$ cat src/dtfe_pkg.sv
package dtfe_pkg;

	localparam int unsigned TABLE_DEPTH = 16;
	localparam int unsigned KEY_W       = 64;
	localparam int unsigned HASH_W      = 64;
	localparam int unsigned CFG_W       = 5;
	localparam int unsigned CAP_RESET   = 16;

	localparam int unsigned IN_TDATA_W  = KEY_W + HASH_W;
	localparam int unsigned OUT_TDATA_W = 8;

	typedef enum logic [1:0] {
		VERDICT_ACCEPTED  = 2'd0,
		VERDICT_DUPLICATE = 2'd1,
		VERDICT_CONFLICT  = 2'd2
	} verdict_t;

endpackage

$ cat src/dtfe_table.sv
// Key/hash store with parallel key match and FIFO ring replacement.
// Keys among valid entries are unique (insert only on miss), so match vectors are OR-reduced.
module dtfe_table #(
	parameter int unsigned DEPTH = dtfe_pkg::TABLE_DEPTH
) (
	input  logic                          clk,
	input  logic                          arst_n,
	input  logic                          upd_en,
	input  logic [dtfe_pkg::KEY_W-1:0]    key,
	input  logic [dtfe_pkg::HASH_W-1:0]   hash,
	input  logic [dtfe_pkg::CFG_W-1:0]    cap_cfg,
	output dtfe_pkg::verdict_t            verdict
);

	localparam int unsigned IDX_W = (DEPTH > 1) ? $clog2(DEPTH) : 1;
	localparam int unsigned CNT_W = $clog2(DEPTH + 1);
	localparam int unsigned CMP_W = (CNT_W > dtfe_pkg::CFG_W) ? CNT_W : dtfe_pkg::CFG_W;

	logic [dtfe_pkg::KEY_W-1:0]  key_q  [DEPTH];
	logic [dtfe_pkg::HASH_W-1:0] hash_q [DEPTH];
	logic [DEPTH-1:0]            valid_q;
	logic [IDX_W-1:0]            oldest_q;
	logic [CNT_W-1:0]            count_q;

	logic [DEPTH-1:0] hit_vec;
	logic [DEPTH-1:0] dup_vec;
	logic             hit;
	logic             dup;
	logic [CMP_W-1:0] cfg_ext;
	logic [CMP_W-1:0] cap;
	logic             evict;
	logic [CNT_W:0]   slot_sum;
	logic [CNT_W:0]   slot_wrap;
	logic [IDX_W-1:0] ins_slot;
	logic [IDX_W-1:0] oldest_next;
	logic [DEPTH-1:0] valid_next;

	always_comb begin
		for (int i = 0; i < DEPTH; i++) begin
			hit_vec[i] = valid_q[i] && (key_q[i] == key);
			dup_vec[i] = hit_vec[i] && (hash_q[i] == hash);
		end
	end

	assign hit = |hit_vec;
	assign dup = |dup_vec;

	always_comb begin
		if (hit) begin
			verdict = dup ? dtfe_pkg::VERDICT_DUPLICATE : dtfe_pkg::VERDICT_CONFLICT;
		end else begin
			verdict = dtfe_pkg::VERDICT_ACCEPTED;
		end
	end

	// capacity saturated to 1..DEPTH
	assign cfg_ext = CMP_W'(cap_cfg);
	always_comb begin
		if (cfg_ext == '0) begin
			cap = CMP_W'(1);
		end else if (cfg_ext > CMP_W'(DEPTH)) begin
			cap = CMP_W'(DEPTH);
		end else begin
			cap = cfg_ext;
		end
	end

	assign evict = CMP_W'(count_q) >= cap;

	// insert slot is oldest + count either way (evict shifts both by one)
	assign slot_sum  = (CNT_W + 1)'(oldest_q) + (CNT_W + 1)'(count_q);
	assign slot_wrap = (slot_sum >= (CNT_W + 1)'(DEPTH)) ? slot_sum - (CNT_W + 1)'(DEPTH)
	                                                    : slot_sum;
	assign ins_slot  = slot_wrap[IDX_W-1:0];

	assign oldest_next = (oldest_q == IDX_W'(DEPTH - 1)) ? '0 : oldest_q + IDX_W'(1);

	// full ring: insert slot equals the evicted slot, the set wins
	always_comb begin
		valid_next = valid_q;
		if (evict) begin
			valid_next[oldest_q] = 1'b0;
		end
		valid_next[ins_slot] = 1'b1;
	end

	always_ff @(posedge clk or negedge arst_n) begin
		if (!arst_n) begin
			valid_q  <= '0;
			oldest_q <= '0;
			count_q  <= '0;
		end else if (upd_en && !hit) begin
			valid_q <= valid_next;
			if (evict) begin
				oldest_q <= oldest_next;
			end else begin
				count_q <= count_q + CNT_W'(1);
			end
		end
	end

	always_ff @(posedge clk) begin
		if (upd_en && !hit) begin
			key_q[ins_slot]  <= key;
			hash_q[ins_slot] <= hash;
		end
	end

endmodule

$ cat src/dedup_table_fifo_eviction_top.sv
// Duplicate-detection table, FIFO replacement.
// Registers: input register, then result register; a stalled result stream holds both.
// Throughput: one item per cycle while the result stream is not stalled; the key match
// against all entries and the ring update are one combinational pass between the input
// and result registers.
// Reset: table empty, ring pointers zero, capacity 16; no clearing pass needed.
module dedup_table_fifo_eviction_top #(
	parameter int unsigned TABLE_DEPTH = dtfe_pkg::TABLE_DEPTH
) (
	input  logic                                 clk,
	input  logic                                 arst_n,

	// config: entries_in_use
	input  logic                                 cfg_we,
	input  logic [dtfe_pkg::CFG_W-1:0]           cfg_wdata,

	// input stream
	input  logic                                 s_tvalid,
	output logic                                 s_tready,
	input  logic [dtfe_pkg::IN_TDATA_W-1:0]      s_tdata,   // [63:0] key, [127:64] hash

	// result stream
	output logic                                 m_tvalid,
	input  logic                                 m_tready,
	output logic [dtfe_pkg::OUT_TDATA_W-1:0]     m_tdata    // [1:0] verdict, [7:2] zero
);

	logic                           s1_valid_q;
	logic [dtfe_pkg::KEY_W-1:0]     key_s1;
	logic [dtfe_pkg::HASH_W-1:0]    hash_s1;

	logic                           res_valid_q;
	dtfe_pkg::verdict_t             verdict_q;

	logic [dtfe_pkg::CFG_W-1:0]     cap_q;

	dtfe_pkg::verdict_t             verdict_c;
	logic                           advance;

	// stage 1 moves into the result register when that one is free or drained
	assign advance  = s1_valid_q && (!res_valid_q || m_tready);
	assign s_tready = !s1_valid_q || advance;

	always_ff @(posedge clk or negedge arst_n) begin
		if (!arst_n) begin
			cap_q <= dtfe_pkg::CFG_W'(dtfe_pkg::CAP_RESET);
		end else if (cfg_we) begin
			cap_q <= cfg_wdata;
		end
	end

	always_ff @(posedge clk or negedge arst_n) begin
		if (!arst_n) begin
			s1_valid_q  <= 1'b0;
			res_valid_q <= 1'b0;
		end else begin
			if (s_tready) begin
				s1_valid_q <= s_tvalid;
			end
			if (advance) begin
				res_valid_q <= 1'b1;
			end else if (m_tready) begin
				res_valid_q <= 1'b0;
			end
		end
	end

	// payload registers, no reset
	always_ff @(posedge clk) begin
		if (s_tvalid && s_tready) begin
			key_s1  <= s_tdata[dtfe_pkg::KEY_W-1:0];
			hash_s1 <= s_tdata[dtfe_pkg::IN_TDATA_W-1:dtfe_pkg::KEY_W];
		end
		if (advance) begin
			verdict_q <= verdict_c;
		end
	end

	// table lookup and update; table state changes on the same edge the verdict is captured
	dtfe_table #(
		.DEPTH(TABLE_DEPTH)
	) u_table (
		.clk     (clk),
		.arst_n  (arst_n),
		.upd_en  (advance),
		.key     (key_s1),
		.hash    (hash_s1),
		.cap_cfg (cap_q),
		.verdict (verdict_c)
	);

	assign m_tvalid = res_valid_q;
	assign m_tdata  = {(dtfe_pkg::OUT_TDATA_W - 2)'(0), verdict_q};

endmodule

$ cat config.mk
export PLATFORM = sky130hd
export DESIGN_NAME = dedup_table_fifo_eviction_top
export DESIGN_NICKNAME = d
export VERILOG_FILES = /design/src/dtfe_pkg.sv /design/src/dtfe_table.sv /design/src/dedup_table_fifo_eviction_top.sv
export SDC_FILE = /design/constraint.sdc
export NUM_CORES = 2
export LEC_CHECK = 0
export ABC_AREA = 1
export BUFFER_PORTS_ARGS = -buffer_cell sky130_fd_sc_hd__buf_2
export CAP_MARGIN = 20
export CORE_UTILIZATION = 31
export CTS_CLUSTER_SIZE = 20
export DETAILED_ROUTE_END_ITERATION = 6
export REMOVE_ABC_BUFFERS = 1
export SYNTH_ARGS = -nofsm -noshare
export SYNTH_HDL_FRONTEND = slang
export SYNTH_SLANG_ARGS = --single-unit
$ cat constraint.sdc
create_clock -name clk -period 8.81 [get_ports clk]
set_input_delay 2.2025 -clock clk [delete_from_list [all_inputs] [get_ports clk]]
set_output_delay 2.2025 -clock clk [all_outputs]
set_load 0.02 [all_outputs]
# After elaboration in Yosys (flattened, before gate mapping)

Memories as Yosys holds them, arrays and structs flattened.
Cells that the tools add are included.

Add/subtract/negate cells: 4
$lt $le $gt $ge: 7
Mux-type cells: 14
Bitwise operators: 4
Reduce and logical (&&, ||, !) cells: 48
Equal/unequal tests: 33

Operators by type and width:

| kind                                                                  | count |
|---|---|
| 64-bit equality test                                                  | 32 |
| 1-bit logical AND                                                     | 37 |
| 16-bit OR reduction                                                   | 2 |
| 16-bit AND                                                            | 1 |
| 16-bit two-way mux                                                    | 1 |
| 16-bit inverter                                                       | 1 |
| 16-bit bitwise OR                                                     | 1 |
| 4-bit by 5-bit < comparator with 1-bit output, second input constant  | 2 |
| 5-bit two-way mux                                                     | 2 |
| 1-bit demux with 4-bit select                                         | 2 |
| 4-bit by 1-bit >= comparator with 1-bit output, second input constant | 2 |
| 4-bit two-way mux                                                     | 2 |
| 4-bit by 5-bit adder with 6-bit output                                | 1 |
| 6-bit by 5-bit >= comparator with 1-bit output, second input constant | 1 |
| 1-bit two-way mux                                                     | 6 |
| 5-bit by 1-bit adder with 5-bit output, second input constant         | 1 |
| 5-bit >= comparator                                                   | 1 |
| 5-bit > comparator, second input constant                             | 1 |
| 5-bit zero test                                                       | 1 |
| 4-bit by 1-bit adder with 4-bit output, second input constant         | 1 |
| 4-bit equality test, second input constant                            | 1 |
| 2-bit AND reduction                                                   | 2 |
| 4-bit by 1-bit subtractor with 4-bit output, second input constant    | 1 |
| 1-bit zero test                                                       | 3 |
| other kinds (4)                                                       | 5 |

Output and inout port bits: 10
Input bits: 138
Register bits after elaboration: 162
Memories: 2
RAM bits: 2,048
Logic and storage cells: 121

Memory list:

| memory         | depth | width | read ports | clocked after Yosys merged registers in | write ports | line             | source |
|---|---|---|---|---|---|---|---|
| u_table.hash_q | 16    | 64    | 16         | 0                                       | 1           | dtfe_table.sv:20 | `logic [dtfe_pkg::HASH_W-1:0] hash_q [DEPTH];` |
| u_table.key_q  | 16    | 64    | 16         | 0                                       | 1           | dtfe_table.sv:19 | `logic [dtfe_pkg::KEY_W-1:0] key_q [DEPTH];` |

# Logic depth before layout (Yosys ltp)

Depth in word-level cells: 8
Depth in mapped cells: 20
Mapped depth without buffers: 17

# Modules after synthesis

From an unflattened synthesis, not the netlist that was laid out.

Cell total of the unflattened synthesis: 7,914
Area, all modules: 95,878.2 µm²

By module, submodules not included:

| module                        | instances | cells an instance | area an instance (µm²) | seq. area each (µm²) |
|---|---|---|---|---|
| dtfe_table                    | 1         | 7,744             | 91,626.6               | 62,124.6 |
| dedup_table_fifo_eviction_top | 1         | 170               | 4,251.6                | 4,080.2 |

# Least setup slack after synthesis

OpenSTA, ideal clock, no wires.

Path kind: input -> register
From: input m_tready
To: memory u_table.hash_q[0][0] (netlist name), enable pin
Library setup time: 0.616 ns
Cell stages on the path: 5
Required time: 8.194 ns
Arrival time: 8.142 ns
Buffers on the path: 1
Path slack: 0.052 ns
Path through: inv_1 -> a21oi_1 -> buf_2 -> nand2_4 -> nor2_1

Longest elaborated chain between the ends: 5

Ends and longest elaborated chain:

| element                                 | line                                | source |
|---|---|---|
| start, declared                         | dedup_table_fifo_eviction_top.sv:24 | `input logic m_tready,` |
| 1-bit logical OR                        | dedup_table_fifo_eviction_top.sv:41 | `assign advance = s1_valid_q && (!res_valid_q \|\| m_tready);` |
| 1-bit logical AND                       | dedup_table_fifo_eviction_top.sv:41 |  |
| 1-bit logical AND                       | dtfe_table.sv:103                   | `if (upd_en && !hit) begin` |
| 1-bit two-way mux                       | dtfe_table.sv:103                   |  |
| 1-bit two-way mux (not written as such) | dtfe_table.sv:105                   | `hash_q[ins_slot] <= hash;` |
| end, declared                           | dtfe_table.sv:20                    |  |

Every way passes these cells.

# Worst setup path after layout

From: register key_s1[53] (netlist name)
To: memory u_table.key_q[3][55] (netlist name), enable pin

Longest elaborated chain between the ends: 7
Elaborated cells between the ends (all ways): 37
Classes of those cells: eq/ne (16); mux (2); reduce/logical (19)

Ends and longest elaborated chain:

| element                                     | line                                | source |
|---|---|---|
| start, declared                             | dedup_table_fifo_eviction_top.sv:29 | `logic [dtfe_pkg::KEY_W-1:0] key_s1;` |
| start signal, assigned                      | dedup_table_fifo_eviction_top.sv:71 | `key_s1 <= s_tdata[dtfe_pkg::KEY_W-1:0];` |
| 64-bit equality test                        | dtfe_table.sv:40                    | `hit_vec[i] = valid_q[i] && (key_q[i] == key);` |
| 1-bit logical AND                           | dtfe_table.sv:40                    |  |
| 16-bit OR reduction (*)                     | dtfe_table.sv:45                    | `assign hit = \|hit_vec;` |
| 1-bit zero test (*)                         | dtfe_table.sv:103                   |  |
| 1-bit logical AND (*)                       | dtfe_table.sv:103                   |  |
| 1-bit two-way mux (*)                       | dtfe_table.sv:103                   |  |
| 1-bit two-way mux (not written as such) (*) | dtfe_table.sv:104                   | `key_q[ins_slot] <= key;` |
| end, declared                               | dtfe_table.sv:19                    |  |

Every way passes the cells marked *; elsewhere a longest branch is shown, timed or not.

==> reports/results.tsv <==
metric	value	unit
setup_tns	0	ns
postCtsResizedCells	0	
cts-root-buf	clkbuf_16	
path_clk_slew	0.06	ns
tightest_slew	1.14	ns
drive_gt1_frac	0.0943	
final_cell_mix	edfxtp_1, nand2_1, xnor2_1, nor2_1, o21ai_0	
grt_util_all_layers	0.204	
postCtsSetupBuffers	0	
rows	203	
clk_path_buf_depth	4	
ir_drop	0.000186	V
holdBufCountCts	0	
postRouteAntennaNets	0	
p_int	20.5	mW
first_pass_iters	7	
outcome	finished with violations	
ioPinCount	148	
arrival	6.44	ns
violations	design-rule violations	
via_per_inst	4.99	
numCtsBuffers	238	
wl	324000	um
critPathLaunchType	register	
critical-path-top-delay-family	buffers and inverters	
area_growth	14.1	%
hpwl	201000	um
place_ws	3.01	ns
cts.sinks	2210	
antenna_found_initial	59	
critPathSlowestCell	nor2_4	
dieArea	311000	um2
synth_area_per_cell	12.2	um2
initial_core_util	0.312	
pwr-share-clk	0.346	
synth_warnings	0	
clock_latency	0.96	ns
wl_per_cell	26.1	um
end_kind	register	
p_per_area	262	nW/um2
max_cap_viol_count	0	
skew	0.129	ns
switching_share	0.283	
leakagePower	37.1	nW
pwr-share-seq	0.496	
grt_pass1_vias	59707	
drt_iter0_markers	7947	
critPathBufInv	5	
ys_types	40	
grt_pass1_wl	449000	um
finalCritPeriodShare	0.671	
syn_area	95600	um2
core_area	306000	um2
fillers	29782	
hold_viol	0	
ys_ff_latch	2210	
cp.required	9.34	ns
grt_overflow	0	
setup_viol	0	
drc_errors	4	
synth-main-ff-cell	edfxtp_1	
p_switching	8.09	mW
rsz0062_at_grt	false	
hp-class	reg2reg	
dp_cells	11976	
fin_ws	2.90	ns
portBuffers	141	
p_comb_frac	0.157	
gp_congestion	0.971	
crit_fanout	91	
syn-instance-count	7807	
multi_input_area	25900	um2
slew_headroom	0.232	
ys_seq_area_frac	0.692	
fp.dieW	557	um
fin_cells	12411	
num_vias	61890	
fin_nets	8268	
die_y	557	um
max_stage_delay	0.78	ns
layout_commonest_cell	edfxtp_1	
synth_enable_flop_cells	2178	
grt_max_degree	129	
register_area	66200	um2
synth_async_sr_flop_share	0.0145	
finalPower	28.6	mW
cts-htree-levels	4	
criticalPathCategory	reg2reg	
max_freq	169	MHz
slew_viol_final	0	
layout_min_cycle_time	5.91	ns
path_cells	buf_4 > inv_1 > buf_4 > o21ai_0 > nor2_1 > nand2_1 > nor2_1 > nand2_1 > nor2_1 > nand3_1 > nand2_1 > nor2_1 > nand2_1 > nor2_4 > nand4_1 > inv_6 > buf_4	
cts_tree	done	
hold_slack	0.467	ns
-- flip-flops by register name, indices dropped and copies added, names as in the netlist --
| register | flops |
|---|---|
| verdict_q | 2 |
| u_table.count_q | 5 |
| u_table.oldest_q | 4 |
| m_tvalid | 1 |
| s1_valid_q | 1 |
| u_table.hash_q | 1024 |
| u_table.valid_q | 16 |
| key_s1 | 64 |
| cap_q | 5 |
| u_table.key_q | 1024 |
| hash_s1 | 64 |
-- synth_stat cells (9+ instances only) --
cell,count,area [um2]
edfxtp_1,2178,65400
nand2_1,1703,6390
xnor2_1,969,8490
nor2_1,817,3070
o21ai_0,479,2400
inv_1,456,1710
nand4_1,248,1550
buf_2,173,866
xor2_1,139,1220
o21ai_1,106,531
nand3_1,100,500
o22ai_1,65,407
buf_4,57,428
or2_2,49,307
nor3_1,42,210
inv_2,37,139
dfrtp_1,31,776
clkbuf_1,28,105
buf_6,22,248
a21oi_1,16,80.1
o2111ai_1,16,140
a211oi_1,13,97.6
ha_1,13,163
clkinv_1,9,33.8
nor4_1,9,56.3
-- kinds of logic after synthesis --
family | after synthesis | share of synthesized area
adder cells (fa/ha/maj) | 14 | 0.00191
AND/OR/NAND/NOR | 2979 | 0.127
other | 1 | 0.0000392
XOR/XNOR | 1108 | 0.102
buffers and inverters | 789 | 0.0374
AO/OA/AOI/OAI | 706 | 0.0392
flip-flops | 2210 | 0.692
-- worst paths after layout --
path	startpoint	to	slack (ns)	depth (start not counted)
setup / recovery	key_s1[53]$_DFFE_PP_	u_table.key_q[3][55]$_DFFE_PP_	2.90	17
min in group asynchronous	arst_n	u_table.valid_q[11]$_DFFE_PN0P_	1.44	1
setup reg to reg	key_s1[53]$_DFFE_PP_	u_table.key_q[3][55]$_DFFE_PP_	2.90	17
hold / removal	u_table.valid_q[12]$_DFFE_PN0P_	u_table.valid_q[12]$_DFFE_PN0P_	0.47	2
hold reg to reg	u_table.valid_q[12]$_DFFE_PN0P_	u_table.valid_q[12]$_DFFE_PN0P_	0.47	2
max in group asynchronous	arst_n	cap_q[3]$_DFFE_PN0P_	6.81	1
-- tightest hold or removal path, delay by kind of cell (launching register included) --
family	cells	cell delay, ns
and+or+nand+nor	2	0.10
DFF	1	0.34
-- metrics by stage --
stage | util | cell area [um2]
5_1_grt | 0.356 | 109000
6_report | 0.356 | 109000
2_1_floorplan | - | 94000
4_1_cts | 0.356 | 109000
3_5_place_dp | 0.331 | 102000
3_3_place_gp | 0.331 | 102000
-- power by group through the flow --
stage / Combinational, mW / Sequential (mW) / Clock, mW
after floorplan: 2.53 / 14.7 / 0
after global placement: 4.41 / 14.3 / 0
after detailed placement: 4.49 / 14.4 / 0
after CTS: 4.51 / 14.2 / 10.0
after global routing: 4.87 / 14.3 / 10.4
final: 4.50 / 14.2 / 9.90
-- layout make-up --
cell class,count,area share
flip-flops and latches,2210,0.607
multi-input cells,4813,0.237
clock buffers,285,0.0572
well taps,4100,0.0470
repair buffers,346,0.0214
inverters,507,0.0182
clock inverters,143,0.0121
diodes,7,0.000161
-- per-layer routing --
metal  track usage  vias up  share of wire
met5             0        -       0.000083
met4         0.100        4          0.057
met3        0.0307      759          0.084
met2         0.345     3123           0.48
met1         0.256    30703           0.38
li1              -    27301              -
Power figures use the tool's default switching activity.
